File: config.mk
export PLATFORM = sky130hd
export DESIGN_NAME = ulpi_usb_packet_decoder_unit
export DESIGN_NICKNAME = d
export VERILOG_FILES = /design/src/hdl/ulpi_pd_pkg.sv /design/src/hdl/ulpi_usb_packet_decoder_unit.sv
export SDC_FILE = /design/constraint.sdc
export NUM_CORES = 1
export LEC_CHECK = 0
export BUFFER_PORTS_ARGS = -buffer_cell sky130_fd_sc_hd__buf_4
export CORE_ASPECT_RATIO = 0.5
export CORE_UTILIZATION = 45
export CTS_BUF_LIST = sky130_fd_sc_hd__clkbuf_4 sky130_fd_sc_hd__clkbuf_8
export DETAILED_ROUTE_END_ITERATION = 6
export PLACE_DENSITY_LB_ADDON = 0.08
export SYNTH_ARGS = -nofsm -noshare
export SYNTH_HDL_FRONTEND = slang
export SYNTH_SLANG_ARGS = --single-unit
File: constraint.sdc
create_clock -name i_clk -period 9.1 [get_ports i_clk]
set_input_delay 0 -clock i_clk [delete_from_list [all_inputs] [get_ports i_clk]]
set_output_delay 0 -clock i_clk [all_outputs]
set_load 0.05 [all_outputs]
File: src/hdl/ulpi_pd_pkg.sv
// Package for the ULPI receive packet decoder: status, class and pid codes, the
// result record and the CRC step functions. It depends on nothing else.
package ulpi_pd_pkg;

    localparam int unsigned COUNT_W = 11;
    localparam logic [COUNT_W-1:0] MAX_PACKET_BYTES = 11'd1027;
    localparam logic [COUNT_W-1:0] COUNT_SAT = 11'h7ff;

    localparam logic [1:0] EV_RX_ACTIVE = 2'd1;
    localparam logic [1:0] EV_RX_ERROR  = 2'd2;

    localparam logic [2:0] ST_OK        = 3'd0;
    localparam logic [2:0] ST_NO_PID    = 3'd1;
    localparam logic [2:0] ST_PID_CHECK = 3'd2;
    localparam logic [2:0] ST_SHORT     = 3'd3;
    localparam logic [2:0] ST_RESERVED  = 3'd4;
    localparam logic [2:0] ST_CRC_BAD   = 3'd5;
    localparam logic [2:0] ST_TOO_LONG  = 3'd6;

    localparam logic [1:0] CLS_HANDSHAKE = 2'd0;
    localparam logic [1:0] CLS_DATA      = 2'd1;
    localparam logic [1:0] CLS_TOKEN     = 2'd2;
    localparam logic [1:0] CLS_SOF       = 2'd3;

    localparam logic [7:0] PID_OUT   = 8'he1;
    localparam logic [7:0] PID_IN    = 8'h69;
    localparam logic [7:0] PID_SETUP = 8'h2d;
    localparam logic [7:0] PID_PING  = 8'hb4;
    localparam logic [7:0] PID_DATA0 = 8'hc3;
    localparam logic [7:0] PID_DATA1 = 8'h4b;
    localparam logic [7:0] PID_DATA2 = 8'h87;
    localparam logic [7:0] PID_MDATA = 8'h0f;
    localparam logic [7:0] PID_ACK   = 8'hd2;
    localparam logic [7:0] PID_NAK   = 8'h5a;
    localparam logic [7:0] PID_STALL = 8'h1e;
    localparam logic [7:0] PID_NYET  = 8'h96;
    localparam logic [7:0] PID_SOF   = 8'ha5;

    localparam logic [4:0] CRC5_INIT = 5'h1f;
    localparam logic [4:0] CRC5_RESIDUAL = 5'h0c;
    localparam logic [4:0] CRC5_POLY = 5'h05;
    localparam logic [15:0] CRC16_INIT = 16'hffff;
    localparam logic [15:0] CRC16_RESIDUAL = 16'hb001;
    localparam logic [15:0] CRC16_POLY = 16'ha001;

    localparam int unsigned TDATA_W = 48;

    typedef struct packed {
        logic                rx_error;
        logic [COUNT_W-1:0]  byte_count;
        logic [10:0]         frame_number;
        logic [3:0]          endpoint;
        logic [6:0]          device_address;
        logic [3:0]          pid;
        logic [2:0]          status;
    } t_result;

    function automatic logic [15:0] crc16_byte(input logic [15:0] crc, input logic [7:0] b);
        logic [15:0] r;
        r = crc ^ {8'h00, b};
        for (int i = 0; i < 8; i++) begin
            if (r[0]) begin
                r = (r >> 1) ^ CRC16_POLY;
            end else begin
                r = r >> 1;
            end
        end
        return r;
    endfunction

    function automatic logic [4:0] crc5_byte(input logic [4:0] crc, input logic [7:0] b);
        logic [4:0] r;
        logic       fb;
        r = crc;
        for (int i = 0; i < 8; i++) begin
            fb = r[4] ^ b[i];
            r  = {r[3:0], 1'b0};
            if (fb) begin
                r = r ^ CRC5_POLY;
            end
        end
        return r;
    endfunction

endpackage

File: src/hdl/ulpi_usb_packet_decoder_unit.sv
// Top level of the ULPI receive packet decoder.
// Depends on ulpi_pd_pkg for codes, the result record and the CRC steps.
//
// Usage: the slave stream carries one ULPI bus cycle per transaction, the
// data byte in tdata and the dir and nxt lines in tuser. Cycles in which dir
// changed or is low are dropped. An RXCMD with RxActive opens a packet; data
// cycles collect bytes, one per transaction, with CRC16 over every byte after
// the pid and CRC5 over the two after it. Any other RXCMD closes the packet and
// puts one summary on the master stream, unless it holds an SOF pid while SOF
// enable is clear. The class goes out in tuser, all other fields in tdata.
// Throughput: one bus cycle per clock while tready is high, set by the single
// byte step of the packet state registers. The master side has an output
// register and a skid register, the latter filled when the output register
// is stalled, so a stalled receiver costs input cycles only once both hold a
// summary; tready on the slave side then drops until the skid register drains.
// The SOF enable register is written through the cfg channel, which is always
// ready. A synchronous active-low reset closes any packet, clears the SOF
// enable and empties both output registers.
module ulpi_usb_packet_decoder_unit (
    input  logic        i_clk,
    input  logic        i_rst_n,
    input  logic        i_cfg_valid,
    output logic        o_cfg_ready,
    input  logic        i_cfg_data,     // sof_enable
    input  logic        i_s_tvalid,
    output logic        o_s_tready,
    input  logic [7:0]  i_s_tdata,      // bus_data
    input  logic [1:0]  i_s_tuser,      // bus_dir, bus_nxt
    output logic        o_m_tvalid,
    input  logic        i_m_tready,
    // status, pid, device_address, endpoint, frame_number, byte_count,
    // rx_error, zero fill
    output logic [ulpi_pd_pkg::TDATA_W-1:0] o_m_tdata,
    output logic [1:0]  o_m_tuser       // packet_class
);

    logic        r_sof_enable;
    logic        r_prev_dir;
    logic        r_open;
    logic [ulpi_pd_pkg::COUNT_W-1:0] r_count;
    logic [7:0]  r_pid_byte;
    logic [7:0]  r_byte1;
    logic [7:0]  r_byte2;
    logic [15:0] r_crc16;
    logic [4:0]  r_crc5;

    logic        r_out_valid;
    ulpi_pd_pkg::t_result r_out;
    logic [1:0]  r_out_cls;
    logic        r_skid_valid;
    ulpi_pd_pkg::t_result r_skid;
    logic [1:0]  r_skid_cls;

    logic        acc;
    logic        dir;
    logic        nxt;
    logic [1:0]  rx_event;
    logic        live;
    logic        is_data;
    logic        is_close;
    logic        res_valid;
    logic        out_fire;
    ulpi_pd_pkg::t_result res;
    logic [1:0]  res_cls;
    logic        pid_ok;
    logic        long3;

    assign o_cfg_ready = 1'b1;
    assign o_s_tready  = !r_skid_valid;
    assign acc         = i_s_tvalid && o_s_tready;
    assign dir         = i_s_tuser[0];
    assign nxt         = i_s_tuser[1];
    assign rx_event    = i_s_tdata[5:4];
    assign live        = acc && (dir == r_prev_dir) && dir;
    assign is_data     = live && nxt && r_open;
    assign is_close    = live && !nxt && (rx_event != ulpi_pd_pkg::EV_RX_ACTIVE) && r_open;
    assign out_fire    = r_out_valid && i_m_tready;

    always_comb begin
        res     = '0;
        res_cls = ulpi_pd_pkg::CLS_HANDSHAKE;
        pid_ok  = (r_pid_byte[7:4] == ~r_pid_byte[3:0]);
        long3   = (r_count >= ulpi_pd_pkg::COUNT_W'(3));
        res.byte_count = r_count;
        res.rx_error   = (rx_event == ulpi_pd_pkg::EV_RX_ERROR);
        res.pid        = r_pid_byte[3:0];
        res.status     = ulpi_pd_pkg::ST_OK;
        if (r_count == '0) begin
            res.status = ulpi_pd_pkg::ST_NO_PID;
            res.pid    = 4'h0;
        end else if (!pid_ok) begin
            res.status = ulpi_pd_pkg::ST_PID_CHECK;
        end else begin
            case (r_pid_byte)
                ulpi_pd_pkg::PID_ACK, ulpi_pd_pkg::PID_NAK,
                ulpi_pd_pkg::PID_STALL, ulpi_pd_pkg::PID_NYET: begin
                    res_cls = ulpi_pd_pkg::CLS_HANDSHAKE;
                end
                ulpi_pd_pkg::PID_DATA0, ulpi_pd_pkg::PID_DATA1,
                ulpi_pd_pkg::PID_DATA2, ulpi_pd_pkg::PID_MDATA: begin
                    res_cls = ulpi_pd_pkg::CLS_DATA;
                end
                ulpi_pd_pkg::PID_OUT, ulpi_pd_pkg::PID_IN,
                ulpi_pd_pkg::PID_SETUP, ulpi_pd_pkg::PID_PING: begin
                    res_cls = ulpi_pd_pkg::CLS_TOKEN;
                end
                ulpi_pd_pkg::PID_SOF:       res_cls = ulpi_pd_pkg::CLS_SOF;
                default:                    res.status = ulpi_pd_pkg::ST_RESERVED;
            endcase
            if (res.status == ulpi_pd_pkg::ST_OK) begin
                if (r_count > ulpi_pd_pkg::MAX_PACKET_BYTES) begin
                    res.status = ulpi_pd_pkg::ST_TOO_LONG;
                end else if (res_cls != ulpi_pd_pkg::CLS_HANDSHAKE && !long3) begin
                    res.status = ulpi_pd_pkg::ST_SHORT;
                end
            end
            if (res_cls == ulpi_pd_pkg::CLS_TOKEN && long3) begin
                res.device_address = r_byte1[6:0];
                res.endpoint       = {r_byte2[2:0], r_byte1[7]};
            end
            if (res_cls == ulpi_pd_pkg::CLS_SOF && long3) begin
                res.frame_number = {r_byte2[2:0], r_byte1};
            end
            if (res.status == ulpi_pd_pkg::ST_OK) begin
                if (res_cls == ulpi_pd_pkg::CLS_DATA
                    && r_crc16 != ulpi_pd_pkg::CRC16_RESIDUAL) begin
                    res.status = ulpi_pd_pkg::ST_CRC_BAD;
                end else if ((res_cls == ulpi_pd_pkg::CLS_TOKEN
                              || res_cls == ulpi_pd_pkg::CLS_SOF)
                             && r_crc5 != ulpi_pd_pkg::CRC5_RESIDUAL) begin
                    res.status = ulpi_pd_pkg::ST_CRC_BAD;
                end
            end
        end
        res_valid = is_close && !(r_count != '0 && !r_sof_enable
                                  && r_pid_byte == ulpi_pd_pkg::PID_SOF);
    end

    always_ff @(posedge i_clk) begin
        if (!i_rst_n) begin
            r_sof_enable <= 1'b0;
        end else if (i_cfg_valid) begin
            r_sof_enable <= i_cfg_data;
        end
    end

    always_ff @(posedge i_clk) begin
        if (!i_rst_n) begin
            r_prev_dir <= 1'b0;
            r_open     <= 1'b0;
            r_count    <= '0;
            r_pid_byte <= 8'h00;
            r_byte1    <= 8'h00;
            r_byte2    <= 8'h00;
            r_crc16    <= ulpi_pd_pkg::CRC16_INIT;
            r_crc5     <= ulpi_pd_pkg::CRC5_INIT;
        end else begin
            if (acc) begin
                r_prev_dir <= dir;
            end
            if (is_data) begin
                if (r_count == '0) begin
                    r_pid_byte <= i_s_tdata;
                end else begin
                    r_crc16 <= ulpi_pd_pkg::crc16_byte(r_crc16, i_s_tdata);
                end
                if (r_count == ulpi_pd_pkg::COUNT_W'(1)) begin
                    r_byte1 <= i_s_tdata;
                    r_crc5  <= ulpi_pd_pkg::crc5_byte(r_crc5, i_s_tdata);
                end
                if (r_count == ulpi_pd_pkg::COUNT_W'(2)) begin
                    r_byte2 <= i_s_tdata;
                    r_crc5  <= ulpi_pd_pkg::crc5_byte(r_crc5, i_s_tdata);
                end
                if (r_count != ulpi_pd_pkg::COUNT_SAT) begin
                    r_count <= r_count + ulpi_pd_pkg::COUNT_W'(1);
                end
            end
            if (live && !nxt && rx_event == ulpi_pd_pkg::EV_RX_ACTIVE && !r_open) begin
                r_open     <= 1'b1;
                r_count    <= '0;
                r_pid_byte <= 8'h00;
                r_byte1    <= 8'h00;
                r_byte2    <= 8'h00;
                r_crc16    <= ulpi_pd_pkg::CRC16_INIT;
                r_crc5     <= ulpi_pd_pkg::CRC5_INIT;
            end
            if (is_close) begin
                r_open <= 1'b0;
            end
        end
    end

    always_ff @(posedge i_clk) begin
        if (!i_rst_n) begin
            r_out_valid  <= 1'b0;
            r_skid_valid <= 1'b0;
        end else begin
            if (res_valid) begin
                if (!r_out_valid || out_fire) begin
                    r_out_valid <= 1'b1;
                    r_out       <= res;
                    r_out_cls   <= res_cls;
                end else begin
                    r_skid_valid <= 1'b1;
                    r_skid       <= res;
                    r_skid_cls   <= res_cls;
                end
            end else if (out_fire) begin
                if (r_skid_valid) begin
                    r_out        <= r_skid;
                    r_out_cls    <= r_skid_cls;
                    r_skid_valid <= 1'b0;
                end else begin
                    r_out_valid <= 1'b0;
                end
            end
        end
    end

    assign o_m_tvalid = r_out_valid;
    assign o_m_tdata  = {{(ulpi_pd_pkg::TDATA_W - $bits(ulpi_pd_pkg::t_result)){1'b0}}, r_out};
    assign o_m_tuser  = r_out_cls;

endmodule

==> flow_summary.html <==
<table>
<tr><th>Metric</th><th>Value</th></tr>
<tr><th colspan="2">Run status</th></tr>
<tr><td>Outcome</td><td>finished, final reports clean</td></tr>
<tr><th colspan="2">Placed design</th></tr>
<tr><td>Placed Cells incl. Taps</td><td>~810</td></tr>
<tr><td>Number of buffers inserted by port buffering</td><td>60</td></tr>
<tr><td>Worst-case setup slack after placement</td><td>roughly 6000 ps</td></tr>
<tr><td>Post-detailed-placement cell area</td><td>between 7000 and 8000 um^2</td></tr>
<tr><td>Detailed-placement wirelength estimate</td><td>roughly 9 mm</td></tr>
<tr><td>Routability-driven placement congestion ratio</td><td>slightly above 0.8</td></tr>
<tr><th colspan="2">Timing</th></tr>
<tr><td>Max-slew violation count</td><td>0</td></tr>
<tr><td>Fraction of the cycle the final worst path needs</td><td>between 30 and 40%</td></tr>
<tr><td>Least setup slack across all paths after layout</td><td>5980 ps</td></tr>
<tr><td>Setup TNS Final</td><td>0 ps</td></tr>
<tr><td>Relative slew slack</td><td>26.7%</td></tr>
<tr><td>Setup violations, final</td><td>0</td></tr>
<tr><td>Actual slew at the worst max-slew pin</td><td>1090 ps</td></tr>
<tr><td>Setup clock skew after layout</td><td>between 10 and 15 ps</td></tr>
<tr><td>Achievable clock frequency</td><td>0.321 GHz</td></tr>
<tr><td>RSZ-0062 raised after global routing</td><td>no</td></tr>
<tr><td>Hold violation total from the final report</td><td>0</td></tr>
<tr><td>Min Clock Period, post-route</td><td>about 3100 ps</td></tr>
<tr><th colspan="2">Run</th></tr>
<tr><td>Max-cap violation count</td><td>0</td></tr>
<tr><th colspan="2">Critical path</th></tr>
<tr><td>Launch point of the worst path</td><td>r_count[2]</td></tr>
<tr><td>Worst reg2reg path endpoint</td><td>o_m_tdata[19]</td></tr>
<tr><td>Arrival time at the worst endpoint</td><td>about 3300 ps</td></tr>
<tr><td>R2R Path Start</td><td>r_count[2]</td></tr>
<tr><td>Kind of end point of the critical path</td><td>flip-flop</td></tr>
<tr><td>Type of the worst setup path</td><td>reg -&gt; reg</td></tr>
<tr><td>Startpoint Class</td><td>flip-flop</td></tr>
<tr><td>Max FO, Critical Path</td><td>30</td></tr>
<tr><td>Depth of the worst register-to-register path</td><td>6</td></tr>
<tr><td>Minimum setup slack among reg-to-reg paths</td><td>roughly 6000 ps</td></tr>
<tr><td>Required time at the worst-slack endpoint</td><td>approximately 9300 ps</td></tr>
<tr><th colspan="2">Floorplan</th></tr>
<tr><td>Core Footprint</td><td>13,700 um^2</td></tr>
<tr><td>Ports</td><td>between 60 and 70</td></tr>
<tr><td>FP Rows</td><td>30</td></tr>
<tr><td>Vertical die dimension</td><td>just under 90 um</td></tr>
<tr><td>Full die area</td><td>roughly 15,000 um^2</td></tr>
<tr><td>Horizontal extent of the die</td><td>roughly 170 um</td></tr>
<tr><td>Initial core utilization</td><td>approximately 47%</td></tr>
<tr><th colspan="2">Global routing</th></tr>
<tr><td>GR Layer Usage met1</td><td>between 20% and 30%</td></tr>
<tr><td>Global-route total usage across every layer</td><td>around a fifth</td></tr>
<tr><td>Largest net degree at the start of global routing</td><td>44</td></tr>
<tr><td>Global-route wire length before repair</td><td>roughly 22 mm</td></tr>
<tr><td>Met2 Use GR</td><td>between 30% and 40%</td></tr>
<tr><td>GRT met3 Usage</td><td>about 4.5%</td></tr>
<tr><td>Total grt overflow</td><td>0</td></tr>
<tr><td>Initial antenna violation count</td><td>0</td></tr>
<tr><td>Most used routing layer in global routing</td><td>met2</td></tr>
<tr><td>Via count of the first global-routing pass</td><td>between 4,000 and 5,000</td></tr>
<tr><th colspan="2">Drt</th></tr>
<tr><td>Number of violations reported at the end of detailed-routing iteration 0</td><td>293</td></tr>
<tr><td>Remaining antenna violation count after routing</td><td>0</td></tr>
<tr><td>Total detailed-routing wirelength</td><td>13.7 mm</td></tr>
<tr><td>Post-route DRC</td><td>0</td></tr>
<tr><td>First-pass iteration count of the detailed router</td><td>7</td></tr>
<tr><td>Wire length per cell</td><td>16.0 um</td></tr>
<tr><td>DR vias</td><td>roughly 4,400</td></tr>
<tr><td>Via-to-Cell Ratio</td><td>between 5 and 6</td></tr>
<tr><th colspan="2">Power</th></tr>
<tr><td>Power per cell area</td><td>approximately 160 nW/um^2</td></tr>
<tr><td>Leakage power total</td><td>~0.003 uW</td></tr>
<tr><td>IR Drop Worst-Case VDD</td><td>between 80 and 90 uV</td></tr>
<tr><th colspan="2">Layout</th></tr>
<tr><td>Count of inserted antenna diode cells</td><td>0</td></tr>
<tr><td>Post-Route Utilization</td><td>between 50% and 60%</td></tr>
<tr><td>Fraction of final layout cells sized beyond drive strength 1</td><td>18.9%</td></tr>
<tr><td>Final standard cell area without fillers</td><td>around 7600 um^2</td></tr>
<tr><td>Area overhead of the layout relative to synthesis</td><td>18.3%</td></tr>
<tr><td>Number of non-filler instances in the completed layout</td><td>about 860</td></tr>
<tr><td># nets final</td><td>672</td></tr>
<tr><th colspan="2">Worst hold path</th></tr>
<tr><td>Path class of the lowest-slack min-delay path</td><td>in -&gt; reg</td></tr>
<tr><td>Hold path cells</td><td>4</td></tr>
<tr><td>Hold path startpoint</td><td>i_s_tuser[1]</td></tr>
<tr><td>Min-Delay Endpoint</td><td>r_open</td></tr>
<tr><th colspan="2">Yosys</th></tr>
<tr><td>Count of different cell masters after synthesis</td><td>54</td></tr>
<tr><td>Post-Synthesis Cell Area</td><td>between 6000 and 7000 um^2</td></tr>
<tr><td>Count of mapped cells out of synthesis</td><td>580</td></tr>
<tr><td>Sequential-to-total area share from yosys stat</td><td>57.7%</td></tr>
<tr><td>Yosys top cell by area</td><td>edfxtp_1</td></tr>
<tr><td>Most area-consuming cells after synthesis</td><td>edfxtp_1 (40%), dfxtp_1 (17%), nand2_1 (6.4%)</td></tr>
<tr><td>Warnings, synthesis</td><td>0</td></tr>
<tr><td>Number of synthesized flops with an enable pin</td><td>86</td></tr>
<tr><td>Fraction of synthesized cell area taken by the top area cell type</td><td>about 40%</td></tr>
<tr><td>Synthesized flop and latch total</td><td>~140</td></tr>
<tr><td>Main synth FF type</td><td>edfxtp_1</td></tr>
<tr><td>Async set-reset flop share out of synthesis</td><td>0%</td></tr>
<tr><td>Avg Synthesized Cell Area</td><td>11.1 um^2</td></tr>
<tr><th colspan="2">Clock tree</th></tr>
<tr><td>CTS sink count</td><td>around 140</td></tr>
<tr><td>Insertion delay of the later-clocked pin in the worst-skew pair</td><td>about 450 ps</td></tr>
<tr><td>Inserted Clock Buffers</td><td>17</td></tr>
<tr><td>TritonCTS clock tree</td><td>built</td></tr>
<tr><td>H-tree depth reported by CTS</td><td>4</td></tr>
<tr><td>CTS Root Cell</td><td>clkbuf_8</td></tr>
<tr><td>Max Root-Sink Buffers</td><td>2</td></tr>
<tr><td>Clock slew at the register clock pins of the worst setup and hold paths</td><td>90 ps</td></tr>
<tr><td>Number of cells upsized or downsized after cts</td><td>0</td></tr>
<tr><td>Total setup buffers inserted after CTS</td><td>0</td></tr>
</table>
timing repair:
action                                 4_1_cts  5_1_grt
endpoints found under the hold margin       25        0
setup endpoints to repair                    0        0
hold buffers                                17        0
registers in the layout (all words and copies together) (netlist names):
register and flops:
r_skid_cls 2, r_prev_dir 1, o_m_tuser 2, r_byte1 8, r_sof_enable 1, r_count 11, o_m_tdata 41, r_open 1
r_crc5 5, r_skid 41, o_m_tvalid 1, r_byte2 3, r_crc16 16, r_skid_valid 1, r_pid_byte 8
cell families (layout without fill, tap and decap cells):
kind of cell    Yosys count  after routing  synth area share, %
compound gates           57             57                 6.10
xor+xnor                 50             50                 7.25
fa+ha+maj                 4              4                0.780
buf+inv                  42            121                 3.33
flops                   142            142                 57.7
mux                      29             29                 4.80
other cells               2              8                0.117
simple gates            254            254                 19.9
worst max-delay path, cell delays in order (launching register included):
cell and delay, ps:
dfxtp_1 400, nor4_2 470, nand4_1 370, nand3b_1 220, and4_1 560, buf_4 460, mux2_2 380
metrics by stage:
step	total power (uW)	hold WS (ps)
after floorplan	727	144
after global placement	741	273
after detailed placement	741	281
after CTS	1250	124
after global routing	1290	167
final	1240	136
layer usage:
metal / wire, um / vias up / share of wire (%)
li1: - / 2166 / -
met1: 7040 / 2127 / 51
met2: 5870 / 111 / 43
met3: 668 / 10 / 4.9
met4: 89 / 0 / 0.65
met5: 0 / - / 0
synth_stat cells (all sizes together) (3+ instances only):
cell type / instances
nand2: 109
edfxtp: 86
dfxtp: 56
nor2: 31
and2: 30
nand3: 25
xnor2: 25
xor2: 23
o21ai: 19
buf: 18
a21oi: 17
clkbuf: 17
mux2i: 15
mux2: 14
nand4: 9
o211ai: 9
and3: 8
inv: 7
nor2b: 7
nor4: 6
nand2b: 5
nor3: 5
ha: 4
nor4b: 4
o31ai: 3
how the worst max path moves through the flow:
stage                     to  slack, ps  cells past startpoint
2_1_floorplan      r_skid[0]       2670                      7
3_3_place_gp      r_skid[23]       6180                      7
3_5_place_dp   o_m_tdata[19]       5980                      6
4_1_cts        o_m_tdata[19]       5960                      6
5_1_grt        o_m_tdata[19]       5710                      6
6_report       o_m_tdata[19]       5980                      6
power by group:
group	switching [uW]	leakage, uW	internal (uW)
Combinational	32.9	0.00149	24.8
Clock	280	0.000199	231
Sequential	0.410	0.00130	674
cells in the final DEF, fill, tap and decap left out, types with 6 or more instances in the layout:
cell type / Yosys / layout
nor2_1: 31 / 31
nand3_1: 25 / 25
inv_1: 7 / 7
clkbuf_8: 0 / 17
edfxtp_1: 86 / 86
and3_1: 8 / 8
mux2_1: 8 / 8
dlygate4sd3_1: 0 / 17
xor2_1: 23 / 23
buf_4: 11 / 65
inv_6: 0 / 6
xnor2_1: 25 / 25
conb_1: 2 / 8
mux2i_1: 15 / 15
nand2_1: 109 / 109
a21oi_1: 17 / 16
and2_1: 30 / 30
mux2_2: 6 / 6
dfxtp_1: 56 / 56
o211ai_1: 9 / 9
o21ai_2: 10 / 10
nand4_1: 9 / 9
nor2b_1: 7 / 7
layout make-up:
class	count	area (um^2)
Fill cell	1210	6150
Sequential cell	142	3700
Multi-Input combinational cell	402	2560
Timing Repair Buffer	82	658
Tap cell	192	240
Clock buffer	17	234
Clock inverter	15	168
Inverter	7	26.3
Power figures use the tool's default switching activity.
